**src/rtl/rpnv_pkg.sv**
```systemverilog
// ----------------------------------------------------------------------------
// Relative path name validator package
// Shared types, status codes and constants of the path name validator.
// ----------------------------------------------------------------------------
package rpnv_pkg;

  localparam int MAX_PATH_BYTES = 4096;
  localparam int NAME_LIMIT     = 255;
  localparam int CNT_W          = $clog2(MAX_PATH_BYTES + 1);

  localparam logic [7:0] CTRL_LIMIT = 8'h20;
  localparam logic [7:0] CHR_DEL    = 8'h7F;
  localparam logic [7:0] CHR_SLASH  = 8'h2F;
  localparam logic [7:0] CHR_BSLASH = 8'h5C;
  localparam logic [7:0] CHR_COLON  = 8'h3A;
  localparam logic [7:0] CHR_STAR   = 8'h2A;
  localparam logic [7:0] CHR_QUERY  = 8'h3F;
  localparam logic [7:0] CHR_DOT    = 8'h2E;
  localparam logic [7:0] CHR_SPACE  = 8'h20;
  localparam logic [7:0] CHR_LOW_A  = 8'h61;
  localparam logic [7:0] CHR_LOW_Z  = 8'h7A;
  localparam logic [7:0] CHR_ONE    = 8'h31;
  localparam logic [7:0] CHR_NINE   = 8'h39;

  // Device stems, first byte in the lowest position.
  localparam logic [23:0] STEM_CON = 24'h4E4F43;
  localparam logic [23:0] STEM_PRN = 24'h4E5250;
  localparam logic [23:0] STEM_AUX = 24'h585541;
  localparam logic [23:0] STEM_NUL = 24'h4C554E;
  localparam logic [23:0] STEM_COM = 24'h4D4F43;
  localparam logic [23:0] STEM_LPT = 24'h54504C;

  typedef enum logic [3:0] {
    ST_OK       = 4'd0,
    ST_EMPTY    = 4'd1,
    ST_DOT      = 4'd2,
    ST_SEP      = 4'd3,
    ST_COLON    = 4'd4,
    ST_WILD     = 4'd5,
    ST_CTRL     = 4'd6,
    ST_RESERVED = 4'd7,
    ST_TRAIL    = 4'd8,
    ST_LONG     = 4'd9
  } status_t;

  typedef struct packed {
    logic [7:0] data_byte;
    logic       end_of_path;
  } in_item_t;

  typedef struct packed {
    logic [3:0]       status;
    logic [CNT_W-1:0] bad_offset;
    logic [CNT_W-1:0] bad_length;
  } out_item_t;

  typedef struct packed {
    logic [CNT_W-1:0] length;
    logic [2:0]       first_err;
    logic [7:0]       prev_byte;
    logic             only_dots;
    logic [31:0]      stem;
    logic [2:0]       stem_len;
    logic             stem_closed;
  } seg_t;

  localparam seg_t SEG_CLEAR = '{
    length: '0, first_err: '0, prev_byte: '0, only_dots: 1'b1,
    stem: '0, stem_len: '0, stem_closed: 1'b0
  };

  function automatic logic [CNT_W-1:0] sat_inc(input logic [CNT_W-1:0] v);
    sat_inc = (v == CNT_W'(MAX_PATH_BYTES)) ? v : v + CNT_W'(1);
  endfunction

endpackage

```
**src/rtl/rpnv_judge.sv**
```systemverilog
// ----------------------------------------------------------------------------
// Path component judge
// Gives the status of one finished path component from its running summary.
// ----------------------------------------------------------------------------
module rpnv_judge (
  input  rpnv_pkg::seg_t    seg,
  output rpnv_pkg::status_t status
);

  logic stem3_rsv;
  logic stem4_rsv;
  logic digit_ok;

  assign digit_ok  = (seg.stem[31:24] >= rpnv_pkg::CHR_ONE) &&
                     (seg.stem[31:24] <= rpnv_pkg::CHR_NINE);
  assign stem3_rsv = (seg.stem_len == 3'd3) &&
                     ((seg.stem[23:0] == rpnv_pkg::STEM_CON) ||
                      (seg.stem[23:0] == rpnv_pkg::STEM_PRN) ||
                      (seg.stem[23:0] == rpnv_pkg::STEM_AUX) ||
                      (seg.stem[23:0] == rpnv_pkg::STEM_NUL));
  assign stem4_rsv = (seg.stem_len == 3'd4) && digit_ok &&
                     ((seg.stem[23:0] == rpnv_pkg::STEM_COM) ||
                      (seg.stem[23:0] == rpnv_pkg::STEM_LPT));

  always_comb begin
    if (seg.length == '0) begin
      status = rpnv_pkg::ST_EMPTY;
    end else if (seg.only_dots && (seg.length <= rpnv_pkg::CNT_W'(2))) begin
      status = rpnv_pkg::ST_DOT;
    end else if (seg.length > rpnv_pkg::CNT_W'(rpnv_pkg::NAME_LIMIT)) begin
      status = rpnv_pkg::ST_LONG;
    end else if (seg.first_err != 3'd0) begin
      status = rpnv_pkg::status_t'({1'b0, seg.first_err});
    end else if ((seg.prev_byte == rpnv_pkg::CHR_DOT) ||
                 (seg.prev_byte == rpnv_pkg::CHR_SPACE)) begin
      status = rpnv_pkg::ST_TRAIL;
    end else if (stem3_rsv || stem4_rsv) begin
      status = rpnv_pkg::ST_RESERVED;
    end else begin
      status = rpnv_pkg::ST_OK;
    end
  end

endmodule

```
**src/rtl/relative_path_name_validator.sv**
```systemverilog
// ----------------------------------------------------------------------------
// Relative path name validator
// Checks a relative path, one byte per request, and gives one verdict per path.
// ----------------------------------------------------------------------------
// The verdict is registered and appears in the cycle after the end request is accepted.
// Throughput: one request per cycle while in_stall is low; the path state updates on every accepted request.
// Input stalls only while a registered verdict is held by a stalled output.
// Reset: synchronous, active low; clears the path state and the output valid.
module relative_path_name_validator (
  input  logic                clk,
  input  logic                rst_n,
  input  logic                in_valid,
  output logic                in_stall,
  input  rpnv_pkg::in_item_t  in_data,
  output logic                out_valid,
  input  logic                out_stall,
  output rpnv_pkg::out_item_t out_data
);

  localparam int CW = rpnv_pkg::CNT_W;

  logic [CW-1:0]        pos_r, pos_nxt;
  logic [CW-1:0]        seg_start_r, seg_start_nxt;
  rpnv_pkg::seg_t       seg_r, seg_nxt;
  logic                 found_r, found_nxt;
  rpnv_pkg::status_t    v_status_r, v_status_nxt;
  logic [CW-1:0]        v_off_r, v_off_nxt;
  logic [CW-1:0]        v_len_r, v_len_nxt;
  logic                 abs_r, abs_nxt;
  logic                 out_valid_r, out_valid_nxt;
  rpnv_pkg::out_item_t  out_data_r, out_data_nxt;
  rpnv_pkg::status_t    seg_status;
  logic                 accept;
  logic [7:0]           c;
  logic [7:0]           c_up;

  rpnv_judge u_judge (
    .seg    (seg_r),
    .status (seg_status)
  );

  assign in_stall  = out_valid_r && out_stall;
  assign accept    = in_valid && !in_stall;
  assign out_valid = out_valid_r;
  assign out_data  = out_data_r;
  assign c         = in_data.data_byte;
  assign c_up      = ((c >= rpnv_pkg::CHR_LOW_A) && (c <= rpnv_pkg::CHR_LOW_Z)) ?
                     (c - 8'h20) : c;

  always_comb begin
    pos_nxt       = pos_r;
    seg_start_nxt = seg_start_r;
    seg_nxt       = seg_r;
    found_nxt     = found_r;
    v_status_nxt  = v_status_r;
    v_off_nxt     = v_off_r;
    v_len_nxt     = v_len_r;
    abs_nxt       = abs_r;
    out_data_nxt  = out_data_r;
    out_valid_nxt = out_valid_r && out_stall;

    if (accept && in_data.end_of_path) begin
      out_valid_nxt = 1'b1;
      if (abs_r) begin
        out_data_nxt.status     = rpnv_pkg::ST_SEP;
        out_data_nxt.bad_offset = '0;
        out_data_nxt.bad_length = pos_r;
      end else if (found_r) begin
        out_data_nxt.status     = v_status_r;
        out_data_nxt.bad_offset = v_off_r;
        out_data_nxt.bad_length = v_len_r;
      end else if (seg_status != rpnv_pkg::ST_OK) begin
        out_data_nxt.status     = seg_status;
        out_data_nxt.bad_offset = seg_start_r;
        out_data_nxt.bad_length = seg_r.length;
      end else begin
        out_data_nxt.status     = rpnv_pkg::ST_OK;
        out_data_nxt.bad_offset = '0;
        out_data_nxt.bad_length = '0;
      end
      pos_nxt       = '0;
      seg_start_nxt = '0;
      seg_nxt       = rpnv_pkg::SEG_CLEAR;
      found_nxt     = 1'b0;
      v_status_nxt  = rpnv_pkg::ST_OK;
      v_off_nxt     = '0;
      v_len_nxt     = '0;
      abs_nxt       = 1'b0;
    end else if (accept) begin
      if (!abs_r && !found_r) begin
        if ((pos_r == '0) &&
            ((c == rpnv_pkg::CHR_SLASH) || (c == rpnv_pkg::CHR_BSLASH))) begin
          abs_nxt = 1'b1;
        end else if (c == rpnv_pkg::CHR_SLASH) begin
          if (seg_status != rpnv_pkg::ST_OK) begin
            found_nxt    = 1'b1;
            v_status_nxt = seg_status;
            v_off_nxt    = seg_start_r;
            v_len_nxt    = seg_r.length;
          end
          seg_nxt       = rpnv_pkg::SEG_CLEAR;
          seg_start_nxt = rpnv_pkg::sat_inc(pos_r);
        end else begin
          seg_nxt.length = rpnv_pkg::sat_inc(seg_r.length);
          if (seg_r.first_err == 3'd0) begin
            if ((c < rpnv_pkg::CTRL_LIMIT) || (c == rpnv_pkg::CHR_DEL)) begin
              seg_nxt.first_err = 3'(rpnv_pkg::ST_CTRL);
            end else if (c == rpnv_pkg::CHR_BSLASH) begin
              seg_nxt.first_err = 3'(rpnv_pkg::ST_SEP);
            end else if (c == rpnv_pkg::CHR_COLON) begin
              seg_nxt.first_err = 3'(rpnv_pkg::ST_COLON);
            end else if ((c == rpnv_pkg::CHR_STAR) || (c == rpnv_pkg::CHR_QUERY)) begin
              seg_nxt.first_err = 3'(rpnv_pkg::ST_WILD);
            end
          end
          seg_nxt.prev_byte = c;
          if (c != rpnv_pkg::CHR_DOT) begin
            seg_nxt.only_dots = 1'b0;
          end
          if (!seg_r.stem_closed) begin
            if (c == rpnv_pkg::CHR_DOT) begin
              seg_nxt.stem_closed = 1'b1;
            end else begin
              if (seg_r.stem_len < 3'd4) begin
                seg_nxt.stem[{seg_r.stem_len[1:0], 3'b000} +: 8] = c_up;
              end
              if (seg_r.stem_len < 3'd5) begin
                seg_nxt.stem_len = seg_r.stem_len + 3'd1;
              end
            end
          end
        end
      end
      pos_nxt = rpnv_pkg::sat_inc(pos_r);
    end
  end

  always_ff @(posedge clk) begin
    if (!rst_n) begin
      pos_r       <= '0;
      seg_start_r <= '0;
      seg_r       <= rpnv_pkg::SEG_CLEAR;
      found_r     <= 1'b0;
      v_status_r  <= rpnv_pkg::ST_OK;
      v_off_r     <= '0;
      v_len_r     <= '0;
      abs_r       <= 1'b0;
      out_valid_r <= 1'b0;
    end else begin
      pos_r       <= pos_nxt;
      seg_start_r <= seg_start_nxt;
      seg_r       <= seg_nxt;
      found_r     <= found_nxt;
      v_status_r  <= v_status_nxt;
      v_off_r     <= v_off_nxt;
      v_len_r     <= v_len_nxt;
      abs_r       <= abs_nxt;
      out_valid_r <= out_valid_nxt;
    end
  end

  always_ff @(posedge clk) begin
    out_data_r <= out_data_nxt;
  end

endmodule
```
**config.mk**
```make
export PLATFORM = sky130hd
export DESIGN_NAME = relative_path_name_validator
export DESIGN_NICKNAME = d
export VERILOG_FILES = /design/src/rtl/rpnv_pkg.sv /design/src/rtl/rpnv_judge.sv /design/src/rtl/relative_path_name_validator.sv
export SDC_FILE = /design/constraint.sdc
export NUM_CORES = 1
export LEC_CHECK = 0
export ABC_AREA = 1
export BUFFER_PORTS_ARGS = -buffer_cell sky130_fd_sc_hd__buf_2
export CAP_MARGIN = 20
export CORE_ASPECT_RATIO = 0.6
export CORE_MARGIN = 4
export CORE_UTILIZATION = 40
export CTS_BUF_LIST = sky130_fd_sc_hd__clkbuf_4
export CTS_CLUSTER_SIZE = 25
export DETAILED_ROUTE_END_ITERATION = 12
export PLACE_DENSITY_LB_ADDON = 0.05
export SYNTH_ARGS = -nofsm -noshare
export SYNTH_HDL_FRONTEND = slang
export SYNTH_HIERARCHICAL = 1
export SYNTH_SLANG_ARGS = --single-unit
```
**constraint.sdc**
```tcl
create_clock -name clk -period 2.1 [get_ports clk]
set_input_delay 0.315 -clock clk [delete_from_list [all_inputs] [get_ports clk]]
set_output_delay 0.315 -clock clk [all_outputs]
set_load 0.02 [all_outputs]
```
# Word-level counts from Yosys, hierarchy flattened
# Cells that the tools add are included.
dict set report classes {
  n_lt_le_gt_ge 9
  shift 2
  reduce_logical 43
  eq_ne 23
  n_addsub 5
  bitwise_logic 2
  mux 26
}
# op n
set ops {}
lappend ops {{$eq A24 B23 Y1 const B} 6}
lappend ops {{$mux W61} 1}
lappend ops {{$mux W30} 2}
lappend ops {{$eq A8 B6 Y1 const B} 7}
lappend ops {{$mux W13} 3}
lappend ops {{$mux W36} 1}
lappend ops {{$mux W35} 1}
lappend ops {{$bwmux W32} 1}
lappend ops {{$mux W32} 1}
lappend ops {{$shift A8 B7 Y32 const A} 1}
lappend ops {{$shiftx A8 B7 Y32} 1}
lappend ops {{$add A13 B1 Y13 const B} 2}
lappend ops {{$eq A13 B13 Y1 const B} 2}
lappend ops {{$logic_not A13 Y1} 2}
lappend ops {{$mux W3} 7}
lappend ops {{$mux W4} 5}
lappend ops {{$eq A8 B7 Y1 const B} 2}
lappend ops {{$gt A13 B8 Y1 const B} 1}
lappend ops {{$le A13 B2 Y1 const B} 1}
lappend ops {{$reduce_and A4 Y1} 3}
lappend ops {{$reduce_and A6 Y1} 2}
lappend ops {{$logic_and A1 B1 Y1} 11}
lappend ops {{$reduce_and A5 Y1} 2}
lappend ops {{$logic_or A1 B1 Y1} 9}
lappend ops {{other kinds (25)} 36}
dict set report word_totals {
  input_bits 13
  register_bits 150
  output_inout_bits 32
}

# Depth between registers and ports, before layout
# Gate-level depths: netlist (run 1).
dict set report depth {
  ltp_word 16
  depth_mapped 21
  mapped_depth_nobuf 20
}

# By module
# Netlist (run 1), hierarchy kept.
# module area_per_inst_um2 seq_area_each_um2 instances cells_each
set modules_own_cells {}
lappend modules_own_cells {relative_path_name_validator 7119.3 3303.2 1 918}
lappend modules_own_cells {rpnv_judge 583.1 0.0 1 136}

# Worst setup path before layout (run 1)
# No wires, ideal clock.
dict set report synth_path {
  path_type {reg2reg}
  startpoint {register seg_r[60] in the netlist's numbering}
  endpoint {register out_data_r (netlist bit out_data[10]) (data pin)}
  arrival_time_ps 1889
  path_buffers 1
  setup_slack_ps -58
  stages_incl_launch_ff 10
  setup_time_ps 269
  t_required_ps 1831
  path_cell_list {dfxtp_1 nor3_1 nor3b_2 nand3_1 and3_1 nor2_1 nand2_1 clkbuf_1 a21oi_1 o22ai_1}
}
dict set report synth_between {
  elab_chain_cells 8
  word_cells_on_any_way 11
}
# item line
set synth_lines {}
lappend synth_lines {{start, declared} relative_path_name_validator.sv:24} ;# rpnv_pkg::seg_t seg_r, seg_nxt;
lappend synth_lines {{start signal, assigned} relative_path_name_validator.sv:142} ;# seg_r <= rpnv_pkg::SEG_CLEAR;
lappend synth_lines {{start signal, assigned} relative_path_name_validator.sv:152} ;# seg_r <= seg_nxt;
lappend synth_lines {{$gt A13 B8 Y1 / $le A13 B2 Y1 (equally long branches)} {rpnv_judge.sv:30, rpnv_judge.sv:28}}
lappend synth_lines {{$mux W4 / $logic_and A1 B1 Y1 (equally long branches)} {rpnv_judge.sv:30, rpnv_judge.sv:28}}
lappend synth_lines {{$mux W4} rpnv_judge.sv:28} ;# end else if (seg.only_dots && (seg.length <= rpnv_pkg::CNT_W'(2))) begin
lappend synth_lines {{$mux W4 *} rpnv_judge.sv:26} ;# if (seg.length == '0) begin
lappend synth_lines {{via seg_status[3]} relative_path_name_validator.sv:32} ;# rpnv_pkg::status_t seg_status;
lappend synth_lines {{$reduce_bool A4 Y1 *} relative_path_name_validator.sv:72} ;# end else if (seg_status != rpnv_pkg::ST_OK) begin
lappend synth_lines {{$mux W30 *} relative_path_name_validator.sv:72}
lappend synth_lines {{$mux W30 *} relative_path_name_validator.sv:68} ;# end else if (found_r) begin
lappend synth_lines {{$mux W13 *} relative_path_name_validator.sv:64} ;# if (abs_r) begin
lappend synth_lines {{end signal, assigned} relative_path_name_validator.sv:163} ;# out_data_r <= out_data_nxt;
lappend synth_lines {{end, declared} relative_path_name_validator.sv:31} ;# rpnv_pkg::out_item_t out_data_r, out_data_nxt;
# Mark *: on every way through the listed nets, which the timed path passes. The rest lies on a longest branch.
# A chain may end at the register's enable or synchronous reset.

# Worst setup path after layout (run 1)
dict set report layout_path {
  startpoint {register seg_r[18] in the netlist's numbering}
  endpoint {register v_len_r[12]}
}
dict set report layout_between {
  elab_chain_cells 14
  word_cells_on_any_way 21
}
# item line
set layout_lines {}
lappend layout_lines {{$eq A24 B23 Y1, on equally long branches} {rpnv_judge.sv:17, rpnv_judge.sv:18}}
lappend layout_lines {{$logic_or A1 B1 Y1} rpnv_judge.sv:17} ;# ((seg.stem[23:0] == rpnv_pkg::STEM_CON) ||
lappend layout_lines {{$logic_or A1 B1 Y1} rpnv_judge.sv:18} ;# (seg.stem[23:0] == rpnv_pkg::STEM_PRN) ||
lappend layout_lines {{$logic_or A1 B1 Y1} rpnv_judge.sv:19} ;# (seg.stem[23:0] == rpnv_pkg::STEM_AUX) ||
lappend layout_lines {{$logic_and A1 B1 Y1} rpnv_judge.sv:16} ;# assign stem3_rsv = (seg.stem_len == 3'd3) &&
lappend layout_lines {{$logic_or A1 B1 Y1 *} rpnv_judge.sv:37} ;# end else if (stem3_rsv || stem4_rsv) begin
lappend layout_lines {{$mux W3 *} rpnv_judge.sv:37}
lappend layout_lines {{$mux W4 *} rpnv_judge.sv:34} ;# end else if ((seg.prev_byte == rpnv_pkg::CHR_DOT) ||
lappend layout_lines {{$mux W4 *} rpnv_judge.sv:32} ;# end else if (seg.first_err != 3'd0) begin
lappend layout_lines {{$mux W4 *} rpnv_judge.sv:30} ;# end else if (seg.length > rpnv_pkg::CNT_W'(rpnv_pkg::NAME_LIMIT)) begin
lappend layout_lines {{$mux W4 *} rpnv_judge.sv:28}
lappend layout_lines {{$mux W4 *} rpnv_judge.sv:26}
lappend layout_lines {{via seg_status[1]} relative_path_name_validator.sv:32}
lappend layout_lines {{$reduce_bool A4 Y1 *} relative_path_name_validator.sv:95} ;# if (seg_status != rpnv_pkg::ST_OK) begin
lappend layout_lines {{$reduce_and A5 Y1 (no source line) *} --}
lappend layout_lines {{end signal, assigned} relative_path_name_validator.sv:156} ;# v_len_r <= v_len_nxt;
lappend layout_lines {{end, declared} relative_path_name_validator.sv:28} ;# logic [CW-1:0] v_len_r, v_len_nxt;
# Marked as above.

==> reports/qor_table.md, run 1 <==
| Metric | Reported | Unit |
| --- | --- | --- |
| Headroom to the max-slew limit | 67.0 | % |
| Type of the most critical hold path | input pin to register | - |
| Cell Area, Synth | 0.00770 | mm^2 |
| Global Route Usage Sum | 21.9 | % |
| Area of the core region | 0.0185 | mm^2 |
| Fill cell instance count of the final layout | 1,827 | - |
| CP required | 2.60 | ns |
| Leakage power | 3.87 | nW |
| TritonCTS clock tree | yes | - |
| Switching component of the power | 1.72 | mW |
| Total design power | 5.77 | mW |
| Number of nets with antenna violations after routing | 0 | - |
| Startpoint types | register | - |
| Power Density | 606 | mW/mm^2 |
| # clock sinks | 150 | - |
| Peak ir drop on the vdd network | 372 | uV |
| Floorplan die area | 0.0216 | mm^2 |
| DR WL/cell | 16.7 | um |
| Sw frac | 29.8 | % |
| Post-detailed-route via-to-cell ratio | 5.14 | - |
| Worst path arrival time | 2.92 | ns |
| Post-Route WL | 23,500 | um |
| Area delta synth->final | 23.7 | % |
| Maximum Capacitance Violations | 0 | - |
| Count of pins on the block boundary | 45 | - |
| Synth Register Bits | 150 | - |
| Number of placed instances, taps included | 1,368 | - |
| Actual transition at the worst max-transition pin | 0.491 | ns |
| Effective utilization at floorplan | 41.6 | % |
| RSZ-0062 raised after global routing | true | - |
| Number of clock buffers inserted by TritonCTS | 17 | - |
| Drt first-iter violations | 680 | - |
| Crit Path Class | register to register | - |
| Post-route clock period utilization | 115 | % |
| Combinational cell fraction of total power | 15.7 | % |
| Number of warnings printed during yosys synthesis | 6 | - |
| Number of cells produced by synthesis | 1,054 | - |
| Number of buffers on the longest clock path | 2 | - |
| Chip width | 187 | um |
| Fraction of post-synthesis cell area in the top cell type by area | 31.2 | % |
| Relative contribution of the clock network to total power | 31.6 | % |
| Detailed Place HPWL | 16,800 | um |
| Wire length of the first global-routing pass | 37,000 | um |
| Maximum number of pins on one net before global-route repair | 81 | - |
| N_diodes | 0 | - |
| Outcome | finished, violations left | - |
| Synth top area cells | sky130_fd_sc_hd__dfxtp_1, sky130_fd_sc_hd__nand2_1, sky130_fd_sc_hd__edfxtp_1, sky130_fd_sc_hd__a21oi_1, sky130_fd_sc_hd__nor2_1 | - |
| Internal Dissipation | 4.05 | mW |
| Largest driver fanout on the critical path | 7 | - |
| Final worst path period need | 2.42 | ns |
| Number of nets at the end of the flow | 1,180 | - |
| Synth cell count leaders | sky130_fd_sc_hd__nand2_1, sky130_fd_sc_hd__a21oi_1, sky130_fd_sc_hd__dfxtp_1, sky130_fd_sc_hd__nor2_1, sky130_fd_sc_hd__inv_1 | - |
| Via Count | 7,254 | - |
| Overall overflow remaining after global route | 0 | - |
| Final hold viol count | 0 | - |
| Number of cell rows | 38 | - |
| Library cell with the largest summed area after synthesis | sky130_fd_sc_hd__dfxtp_1 | - |
| Sort of element at the end of the critical path | register | - |
| Failing checks | setup timing | - |
| Initial antenna violation count | 0 | - |
| Portion of total power attributed to sequential cells | 52.6 | % |
| Library cell with the highest instance count after synthesis | sky130_fd_sc_hd__nand2_1 | - |
| Number of H-tree branching levels | 4 | - |
| Worst-case clock skew | 0.0239 | ns |
| Post-synthesis sequential area ratio | 42.9 | % |
| Max Slew Vio Count | 0 | - |
| Share of flip-flops with an asynchronous set or reset | 0 | % |
| Die height | 115 | um |
| Setup Viol. Count Final | 57 | - |
| Synthesized netlist net count | 1,077 | - |
| Root Buffer | sky130_fd_sc_hd__clkbuf_4 | - |
| Final weighted congestion of routability-driven global placement | 0.875 | - |
| Average cell area after synthesis | 7.31 | um^2 |
| Drt drc | 0 | - |
| Drt first pass iters | 5 | - |
| Number of synthesized flops with an enable pin | 30 | - |
| Fmax | 413 | MHz |
| Number of library cell types mapped by synthesis | 45 | - |
| Clock input transition at the sequential cells of the worst setup and hold paths | 0.13 | ns |
| Number of non-filler instances in the completed layout | 1,410 | - |
| Clock network latency to the later pin of the worst-skew pair | 0.59 | ns |
| Port bufs | 44 | - |
| Layout cells sized above 1 | 27.2 | % |
| Vias in the first global route | 6,533 | - |
| Main synth FF type | sky130_fd_sc_hd__dfxtp_1 | - |
| Final hold slack | 0.0723 | ns |
| Worst-case setup margin in the final layout | -0.320 | ns |
-- cells in the final DEF, fill, tap and decap left out, types with 3 or more instances in the layout --
cell type,count
sky130_fd_sc_hd__nand2_1,250
sky130_fd_sc_hd__dfxtp_1,103
sky130_fd_sc_hd__nor2_1,90
sky130_fd_sc_hd__a21oi_1,85
sky130_fd_sc_hd__inv_1,84
sky130_fd_sc_hd__o21ai_0,73
sky130_fd_sc_hd__buf_4,65
sky130_fd_sc_hd__buf_2,44
sky130_fd_sc_hd__a21oi_2,39
sky130_fd_sc_hd__nand3_1,35
sky130_fd_sc_hd__edfxtp_1,30
sky130_fd_sc_hd__nand2_2,28
sky130_fd_sc_hd__nor3_1,20
sky130_fd_sc_hd__clkbuf_4,19
sky130_fd_sc_hd__xor2_1,18
sky130_fd_sc_hd__o21ai_1,17
sky130_fd_sc_hd__dfxtp_2,13
sky130_fd_sc_hd__nor2_2,12
sky130_fd_sc_hd__nand2_4,12
sky130_fd_sc_hd__inv_2,11
sky130_fd_sc_hd__nand4_1,11
sky130_fd_sc_hd__nor2_4,10
sky130_fd_sc_hd__nand3_2,10
sky130_fd_sc_hd__ha_1,10
sky130_fd_sc_hd__o22ai_1,9
sky130_fd_sc_hd__buf_12,9
sky130_fd_sc_hd__o211ai_1,6
sky130_fd_sc_hd__buf_6,6
sky130_fd_sc_hd__nor2_8,4
sky130_fd_sc_hd__clkinvlp_4,4
sky130_fd_sc_hd__dfxtp_4,4
sky130_fd_sc_hd__o22ai_2,3
sky130_fd_sc_hd__clkinv_2,3
-- final timing paths --
path	to	slack [ns]	from	cells after the start
max	v_len_r[12]	-0.32	seg_r[18]	21
min	out_valid	0.07	out_stall	5
max reg2reg	v_len_r[12]	-0.32	seg_r[18]	21
min reg2reg	v_off_r[1]	0.47	v_off_r[1]	2
-- timing repair --
item                                    CTS  global route
pin swaps                                13            25
resized for setup                        85            61
endpoints found under the setup margin   57            94
cloned                                    3             2
hold buffers                              1             0
hold endpoints to repair                  1             0
buffers inserted                          8             2
-- layer usage --
metal	vias to the layer above	routed length, um	track usage, %	part of all wire [%]
met1	3324	13000	36.1	55
met3	18	2430	7.71	10
met4	0	216	5.12	0.92
met5	-	0	0	0
li1	3676	-	-	-
met2	236	7860	25.7	33
-- cell type report --
class	instances	area [um^2]	share of cell area [%]
clock inverter	13	133	1.39
multi-input combinational	761	4150	43.6
timing repair buffer	130	1090	11.4
clock buffer	19	143	1.50
inverter	97	377	3.95
tap	240	300	3.15
sequential	150	3330	35.0
-- power groups by stage --
stage / registers [mW] / clock network [mW] / logic [mW]
after floorplan: 3.13 / 0 / 0.446
after global placement: 3.10 / 0 / 0.794
after detailed placement: 3.10 / 0 / 0.790
after CTS: 3.04 / 1.88 / 0.893
after global routing: 3.05 / 2.02 / 0.982
final: 3.04 / 1.83 / 0.907
-- cells by family after synthesis --
kind of cell / Yosys count / share of synthesized area (%)
DFF: 150 / 42.9
AOI/OAI and AO/OA: 235 / 15.8
buffers and inverters: 143 / 8.22
adders and majority gates: 10 / 1.62
xor gates and xnor gates: 18 / 2.05
and+or+nand+nor: 498 / 29.5
-- critical path, stage by stage, from the launching register on --
cell and delay (ns):
sky130_fd_sc_hd__dfxtp_2 0.38, sky130_fd_sc_hd__inv_2 0.04, sky130_fd_sc_hd__nor2_2 0.11, sky130_fd_sc_hd__nand2_2 0.08, sky130_fd_sc_hd__nor2_4 0.14, sky130_fd_sc_hd__nand2_1 0.06
sky130_fd_sc_hd__nand2_1 0.07, sky130_fd_sc_hd__nand2_1 0.05, sky130_fd_sc_hd__nand2_1 0.06, sky130_fd_sc_hd__nand2_1 0.06, sky130_fd_sc_hd__nand2_2 0.09, sky130_fd_sc_hd__nand2_4 0.06
sky130_fd_sc_hd__nand2_2 0.06, sky130_fd_sc_hd__nand2_2 0.05, sky130_fd_sc_hd__a21oi_2 0.17, sky130_fd_sc_hd__nor2_2 0.07, sky130_fd_sc_hd__a21oi_2 0.18, sky130_fd_sc_hd__nand3_4 0.15
sky130_fd_sc_hd__inv_8 0.13, sky130_fd_sc_hd__clkbuf_16 0.16, sky130_fd_sc_hd__nand2_1 0.06, sky130_fd_sc_hd__a21oi_1 0.13
-- registers in the layout, summed over array words and instances, names as in the netlist --
name	count
out_data	30
abs_r	1
seg_start_r	13
v_off_r	13
seg_r	61
v_status_r	4
pos_r	13
out_valid	1
v_len_r	13
found_r	1
-- metrics by stage --
stage	utilization (%)	setup slack (ns)	instance area, um^2	TNS [ns]
2_1_floorplan	-	0.0106	7720	0
3_3_place_gp	46.7	-0.281	8640	-12.80
3_5_place_dp	46.7	-0.297	8640	-12.57
4_1_cts	50.4	-0.191	9320	-7.48
5_1_grt	51.5	-0.473	9530	-21.54
6_report	51.5	-0.320	9530	-11.79
(Power assumes the default switching activity.)
==> inputs of run 2 (changes only) <==
- SETUP_SLACK_MARGIN: not set -> 0.1
==> reports/qor_table.md, run 2 (same netlist as run 1, synthesis figures left out) <==
| Metric | Reported | Unit | vs previous |
| --- | --- | --- | --- |
| Post-Route WL | 24,100 | um | +2.3% |
| Effective utilization at floorplan | 41.6 | % | unchanged |
| Vias in the first global route | 6,511 | - | -0.34% |
| Detailed Place HPWL | 17,300 | um | +3.0% |
| Worst path arrival time | 2.93 | ns | about the same |
| Peak ir drop on the vdd network | 390 | uV | +4.9% |
| Number of H-tree branching levels | 4 | - | unchanged |
| Cell area after placement | 0.00868 | mm^2 | +0.46% |
| Headroom to the max-slew limit | 67.9 | % | +0.86 points |
| Number of buffers on the longest clock path | 2 | - | unchanged |
| Worst min-delay path startpoint | out_stall | - |  |
| Reg-to-Reg Start | seg_r[7] | - |  |
| Failing checks | setup timing | - |  |
| Drt drc | 0 | - | unchanged |
| Total area of sequential cells | 0.00333 | mm^2 | -0.15% |
| Number of clock buffers inserted by TritonCTS | 17 | - | unchanged |
| Count of pins on the block boundary | 45 | - | unchanged |
| Via Count | 7,355 | - | +1.4% |
| Layout cells sized above 1 | 27.6 | % | +0.46 points |
| Actual transition at the worst max-transition pin | 0.480 | ns | -0.0109 ns |
| Fmax | 420 | MHz | +1.5% |
| Final weighted congestion of routability-driven global placement | 0.862 | - | -1.5% |
| Post-detailed-route via-to-cell ratio | 5.17 | - | +0.47% |
| Drt first pass iters | 5 | - | unchanged |
| Clock network latency to the later pin of the worst-skew pair | 0.62 | ns | +0.03 ns |
| Sort of element at the end of the critical path | register | - |  |
| Leakage power | 3.93 | nW | +1.6% |
| DR WL/cell | 16.9 | um | +1.4% |
| Most flop-heavy register | seg_r | - |  |
| Type of the most critical hold path | input pin to register | - |  |
| Post-route cell area | 0.00969 | mm^2 | +1.7% |
| Clock input transition at the sequential cells of the worst setup and hold paths | 0.13 | ns | about the same |
| Critical register-to-register path endpoint | v_len_r[11] | - |  |
| Global Route Usage Sum | 22.0 | % | +0.10 points |
| Largest driver fanout on the critical path | 6 | - | -1 |
| Worst-case register-to-register setup slack | -0.28 | ns | +0.04 ns |
| Setup crit end | v_len_r[11] | - |  |
| TritonCTS clock tree | yes | - |  |
| Maximum number of pins on one net before global-route repair | 81 | - | unchanged |
| Total design power | 5.78 | mW | +0.20% |
| CP required | 2.64 | ns | +0.04 ns |
| Power Density | 597 | mW/mm^2 | -1.5% |
| Final hold slack | 0.0470 | ns | -0.0254 ns |
| Crit Path Class | register to register | - |  |
| Floorplan die area | 0.0216 | mm^2 | unchanged |
| Number of flip-flops in the largest register | 61 | - | unchanged |
| # clock sinks | 150 | - | unchanged |
| Drt first-iter violations | 597 | - | -12% |
| Most common cell after layout, fill and taps aside | sky130_fd_sc_hd__nand2_1 | - |  |
| Post-route clock period utilization | 113 | % | -1.7 points |
| Commonest non-fill, non-tap cells in the layout | sky130_fd_sc_hd__nand2_1, sky130_fd_sc_hd__dfxtp_1, sky130_fd_sc_hd__a21oi_1, sky130_fd_sc_hd__nor2_1, sky130_fd_sc_hd__inv_1 | - |  |
| Worst-case clock skew | 0.0224 | ns | -0.00146 ns |
| Worst R2R Path Depth | 20 | - | -4.8% |
| Fill cell instance count of the final layout | 1,822 | - | -0.27% |
| Die height | 115 | um | unchanged |
| Final hold viol count | 0 | - | unchanged |
| Final worst path period need | 2.38 | ns | -0.0364 ns |
| Outcome | finished, violations left | - |  |
| Port bufs | 44 | - | unchanged |
| Number of cell rows | 38 | - | unchanged |
| Maximum Capacitance Violations | 0 | - | unchanged |
| Max Slew Vio Count | 0 | - | unchanged |
| Wire length of the first global-routing pass | 37,000 | um | unchanged |
| N_diodes | 0 | - | unchanged |
| RSZ-0062 raised after global routing | true | - |  |
| Root Buffer | sky130_fd_sc_hd__clkbuf_4 | - |  |
| Overall overflow remaining after global route | 0 | - | unchanged |
| Area delta synth->final | 25.7 | % |  |
| Area of combinational cells with multiple inputs | 0.00424 | mm^2 | +2.1% |
| Chip width | 187 | um | unchanged |
| Number of nets at the end of the flow | 1,193 | - | +1.1% |
| Setup Viol. Count Final | 57 | - | unchanged |
| Area of the core region | 0.0185 | mm^2 | unchanged |
| Number of nets with antenna violations after routing | 0 | - | unchanged |
| Startpoint types | register | - |  |
| Worst-case setup margin in the final layout | -0.283 | ns | +0.0364 ns |
| Initial antenna violation count | 0 | - | unchanged |
| Launch point of the critical path | seg_r[7] | - |  |
==> run 2: changes by cell type in the layout (fill, tap and decap cells not counted), moves of 4 or more <==
cell	delta
sky130_fd_sc_hd__o21ai_0	-4
sky130_fd_sc_hd__buf_4	+13
sky130_fd_sc_hd__a21oi_2	-20
sky130_fd_sc_hd__nand2_2	-9
sky130_fd_sc_hd__a21oi_1	+12
sky130_fd_sc_hd__o22ai_1	-6
sky130_fd_sc_hd__dfxtp_2	+5
sky130_fd_sc_hd__o22ai_2	+6
sky130_fd_sc_hd__a21oi_4	+8
sky130_fd_sc_hd__nand2_1	+7
==> run 2: worst min-delay path by stage <==
| stage | to | cells past startpoint |
|---|---|---|
| floorplan | seg_r[36] | 2 |
| global placement | v_len_r[3] | 2 |
| detailed placement | v_len_r[4] | 2 |
| CTS | out_valid | 5 |
| global route | out_valid | 5 |
| finish | out_valid | 5 |
==> run 2: cell type report <==
class                           count  area share, %
Tap cell                          240           3.10
Inverter                           97           3.95
Clock inverter                     14           1.41
Timing Repair Buffer              143           12.0
Multi-Input combinational cell    761           43.8
Clock buffer                       18           1.40
Sequential cell                   150           34.4
==> run 2: through the flow <==
| stage | TNS (ns) | utilization (%) | setup WS, ns | std cells |
|---|---|---|---|---|
| after global placement | -13.22 | 46.9 | -0.289 | 1373 |
| after detailed placement | -13.01 | 46.9 | -0.322 | 1373 |
| after floorplan | 0 | - | 0.0933 | 1054 |
| final | -11.33 | 52.4 | -0.283 | 1423 |
| after CTS | -8.99 | 49.4 | -0.227 | 1412 |
| after global routing | -20.93 | 52.4 | -0.463 | 1423 |
==> run 2: power breakdown <==
part / switching, mW / internal, mW
sequential: 0.0434 / 3.00
combinational: 0.593 / 0.330
clock: 1.11 / 0.701
==> run 2: critical path, cell delays in order (launching register included) <==
cell	delay, ns
sky130_fd_sc_hd__dfxtp_2	0.37
sky130_fd_sc_hd__nor2_2	0.19
sky130_fd_sc_hd__nand2_1	0.09
sky130_fd_sc_hd__nor2_2	0.11
sky130_fd_sc_hd__nand2_1	0.06
sky130_fd_sc_hd__nand2_1	0.05
sky130_fd_sc_hd__nand2_1	0.05
sky130_fd_sc_hd__nand2_1	0.07
sky130_fd_sc_hd__nand2_1	0.06
sky130_fd_sc_hd__nand2_2	0.08
sky130_fd_sc_hd__nand2_4	0.06
sky130_fd_sc_hd__nand2_1	0.05
sky130_fd_sc_hd__nand2_1	0.06
sky130_fd_sc_hd__a21oi_2	0.17
sky130_fd_sc_hd__nor2_2	0.07
sky130_fd_sc_hd__a21oi_2	0.15
sky130_fd_sc_hd__nand3_2	0.14
sky130_fd_sc_hd__clkinv_4	0.14
sky130_fd_sc_hd__clkbuf_16	0.16
sky130_fd_sc_hd__nand2_1	0.06
sky130_fd_sc_hd__a21oi_2	0.12
==> run 2: what timing repair did <==
action / 4_1_cts / 5_1_grt
endpoints found under the hold margin: 2 / 0
hold buffers: 2 / 0
gates resized for setup: 43 / 112
endpoints found under the setup margin: 61 / 129
cloned: 1 / 4
buffers inserted: 4 / 12
pin swaps: 3 / 23
==> run 2: metal layers <==
layer	GRT usage (%)	routed length, um
met1	38.1	14100
met2	25.3	7990
met3	5.75	1790
met4	4.78	189
met5	0	0
==> inputs of run 3 (changes only) <==
- CORE_UTILIZATION: 40 -> 45
- CTS_BUF_LIST: sky130_fd_sc_hd__clkbuf_4 -> sky130_fd_sc_hd__clkbuf_8
==> reports/qor_table.md, run 3 (same netlist as run 1, synthesis figures left out) <==
| Metric | Reported | Unit | vs previous |
| --- | --- | --- | --- |
| Chip width | 177 | um | -5.5% |
| Sw frac | 31.0 | % | +0.69 points |
| Startpoint types | register | - |  |
| Count of pins on the block boundary | 45 | - | unchanged |
| TritonCTS clock tree | yes | - |  |
| Number of nets at the end of the flow | 1,189 | - | -0.34% |
| # clock sinks | 150 | - | unchanged |
| Chain of cells forming the critical path | inv_1 > nand2_2 > buf_4 > nor2_2 > nand3_1 > nand2_1 > nand2_1 > nand2_1 > nand2_1 > nand2_1 > nand2_2 > nand2_2 > nand2_2 > a21oi_4 > nor2_4 > a21oi_2 > nand3_2 > clkinv_4 > buf_12 > nand2_1 > a21oi_1 | - |  |
| Die height | 109 | um | -5.3% |
| Root Buffer | sky130_fd_sc_hd__clkbuf_8 | - |  |
| # hold bufs at CTS | 0 | - | -2 |
| Worst min-delay path startpoint | rst_n | - |  |
| Final hold slack | 0.110 | ns | +0.0628 ns |
| Maximum number of pins on one net before global-route repair | 81 | - | unchanged |
| Worst path arrival time | 2.78 | ns | -0.15 ns |
| Worst-case clock skew | 0.0205 | ns | -0.00194 ns |
| DR WL/cell | 16.4 | um | -3.3% |
| Type of the most critical hold path | input pin to register | - |  |
| Number of cell rows | 36 | - | -5.3% |
| Largest driver fanout on the critical path | 9 | - | +3 |
| Sort of element at the end of the critical path | register | - |  |
| Clock input transition at the sequential cells of the worst setup and hold paths | 0.10 | ns | -0.03 ns |
| Headroom to the max-slew limit | 67.5 | % | -0.36 points |
| Wire length of the first global-routing pass | 35,000 | um | -5.4% |
| Setup Viol. Count Final | 57 | - | unchanged |
| Max Slew Vio Count | 0 | - | unchanged |
| Commonest non-fill, non-tap cells in the layout | sky130_fd_sc_hd__nand2_1, sky130_fd_sc_hd__dfxtp_1, sky130_fd_sc_hd__nor2_1, sky130_fd_sc_hd__a21oi_1, sky130_fd_sc_hd__inv_1 | - |  |
| Crit path max-delay cell type | sky130_fd_sc_hd__dfxtp_2 | - |  |
| Area delta synth->final | 25.6 | % | about the same |
| Drt first-iter violations | 825 | - | +38% |
| Number of flip-flops in the largest register | 61 | - | unchanged |
| Worst R2R Path Depth | 21 | - | +5.0% |
| Maximum Capacitance Violations | 0 | - | unchanged |
| Depth of the worst hold-timing path | 3 | - | -2 |
| Outcome | finished, violations left | - |  |
| Actual transition at the worst max-transition pin | 0.483 | ns | +0.00322 ns |
| Relative contribution of the clock network to total power | 36.7 | % | +5.3 points |
| Crit Path Class | register to register | - |  |
| RSZ-0062 raised after global routing | true | - |  |
| Most flop-heavy register | seg_r | - |  |
| Clock network latency to the later pin of the worst-skew pair | 0.46 | ns | -0.16 ns |
| Global Route Usage Sum | 23.2 | % | +1.2 points |
| Worst-case register-to-register setup slack | -0.29 | ns | about the same |
| Biggest cell delay along the critical path | 0.33 | ns | -0.04 ns |
| Reg-to-Reg Start | seg_r[27] | - |  |
| Top Family by Delay on Critical Path | simple AND/OR/NAND/NOR gates | - |  |
| Peak ir drop on the vdd network | 293 | uV | -25% |
| Final hold viol count | 0 | - | unchanged |
| Combinational cell fraction of total power | 14.6 | % | -1.4 points |
| Vias in the first global route | 6,161 | - | -5.4% |
| Effective utilization at floorplan | 46.7 | % | +5.1 points |
| Number of nets with antenna violations after routing | 0 | - | unchanged |
| Critical register-to-register path endpoint | v_off_r[2] | - |  |
| Drt drc | 0 | - | unchanged |
| Overall overflow remaining after global route | 0 | - | unchanged |
| Count of buffer and inverter cells on the critical path | 4 | - | +2 |
| Drt first pass iters | 5 | - | unchanged |
| Floorplan die area | 0.0193 | mm^2 | -11% |
| CP required | 2.50 | ns | -0.14 ns |
| Most common cell after layout, fill and taps aside | sky130_fd_sc_hd__nand2_1 | - |  |
| Number of H-tree branching levels | 4 | - | unchanged |
| Number of buffers on the longest clock path | 2 | - | unchanged |
| Leakage power | 3.97 | nW | +0.95% |
| Layout cells sized above 1 | 26.5 | % | -1.2 points |
| N_diodes | 0 | - | unchanged |
| Detailed Place HPWL | 16,300 | um | -5.6% |
| Final worst path period need | 2.39 | ns | +0.00623 ns |
| Via Count | 7,332 | - | -0.31% |
| Endpoint of the worst hold-timing path | out_valid | - |  |
| Crit-path most repeated cell | sky130_fd_sc_hd__nand2_1 | - |  |
| Number of clock buffers inserted by TritonCTS | 17 | - | unchanged |
| Final weighted congestion of routability-driven global placement | 0.876 | - | +1.6% |
| Power Density | 646 | mW/mm^2 | +8.1% |
| Fmax | 418 | MHz | -0.26% |
| Worst-case setup margin in the final layout | -0.290 | ns | -0.00623 ns |
| Post-Route WL | 23,000 | um | -4.4% |
| Pre-CTS setup slack | -0.245 | ns | +0.0774 ns |
| Port bufs | 44 | - | unchanged |
| Post-detailed-route via-to-cell ratio | 5.21 | - | +0.82% |
| Internal Dissipation | 4.31 | mW | +6.9% |
| Failing checks | setup timing | - |  |
| Post-route clock period utilization | 114 | % | +0.30 points |
| Switching component of the power | 1.93 | mW | +10% |
| Area of the core region | 0.0165 | mm^2 | -11% |
| Initial antenna violation count | 0 | - | unchanged |
| Portion of total power attributed to sequential cells | 48.7 | % | -4.0 points |
| Setup tns final | -12.46 | ns | -1.12 ns |
run 3: changes by cell type in the layout (fill, tap and decap cells not counted), moves of 7 or more:
cell	before	now
sky130_fd_sc_hd__clkbuf_4	18	0
sky130_fd_sc_hd__clkbuf_8	0	17
sky130_fd_sc_hd__a21oi_2	19	32
sky130_fd_sc_hd__a21oi_4	9	2
run 3: how the worst max path moves through the flow:
stage                          from  cells after the start  slack [ns]           end
after floorplan           seg_r[16]                     21        0.09    v_len_r[9]
after global placement     seg_r[8]                     18       -0.20   out_data[5]
after detailed placement  seg_r[16]                     21       -0.24    v_len_r[9]
after CTS                 seg_r[24]                     19       -0.22  out_data[11]
after global routing      seg_r[16]                     21       -0.47    v_len_r[9]
final                     seg_r[27]                     21       -0.29    v_off_r[2]
run 3: power by group through the flow:
stage	clock [mW]	combinational, mW	sequential (mW)
final	2.29	0.913	3.04
after CTS	2.32	0.770	3.04
after floorplan	0	0.453	3.13
after global placement	0	0.763	3.11
after detailed placement	0	0.762	3.11
after global routing	2.46	0.988	3.05
run 3: timing repair:
item,in CTS,in global routing
setup buffers,0,10
resized for setup,26,105
endpoints found under the setup margin,57,110
cloned,1,3
pin swaps,1,24
hold endpoints to repair,0,0
run 3: area by class of cell:
class | instances | area (um^2)
fillers | 1599 | 6810
clock buffers | 17 | 234
repair buffers | 139 | 1150
flip-flops and latches | 150 | 3320
clock inverters | 15 | 165
multi-input cells | 761 | 4140
inverters | 97 | 374
well taps | 228 | 285
run 3: worst min-delay path, cell delays in order:
cell and delay [ns]:
sky130_fd_sc_hd__buf_2 0.09, sky130_fd_sc_hd__o21ai_0 0.07, sky130_fd_sc_hd__inv_1 0.05
run 3: per-layer routing:
| layer | global-route usage [%] | share of wire (%) | up-vias |
|---|---|---|---|
| met5 | 0 | 0 | - |
| met4 | 4.91 | 0.74 | 0 |
| met3 | 6.12 | 8.8 | 21 |
| met2 | 26.1 | 35 | 274 |
| met1 | 40.8 | 56 | 3344 |
| li1 | - | - | 3693 |
run 3: per-stage QoR:
stage | cells | utilization (%) | cell area, um^2 | power, mW
3_5_place_dp | 1362 | 52.6 | 8670 | 3.87
3_3_place_gp | 1362 | 52.6 | 8670 | 3.87
6_report | 1407 | 58.7 | 9680 | 6.25
4_1_cts | 1395 | 55.6 | 9160 | 6.13
2_1_floorplan | 1054 | - | 7740 | 3.59
5_1_grt | 1407 | 58.7 | 9680 | 6.50
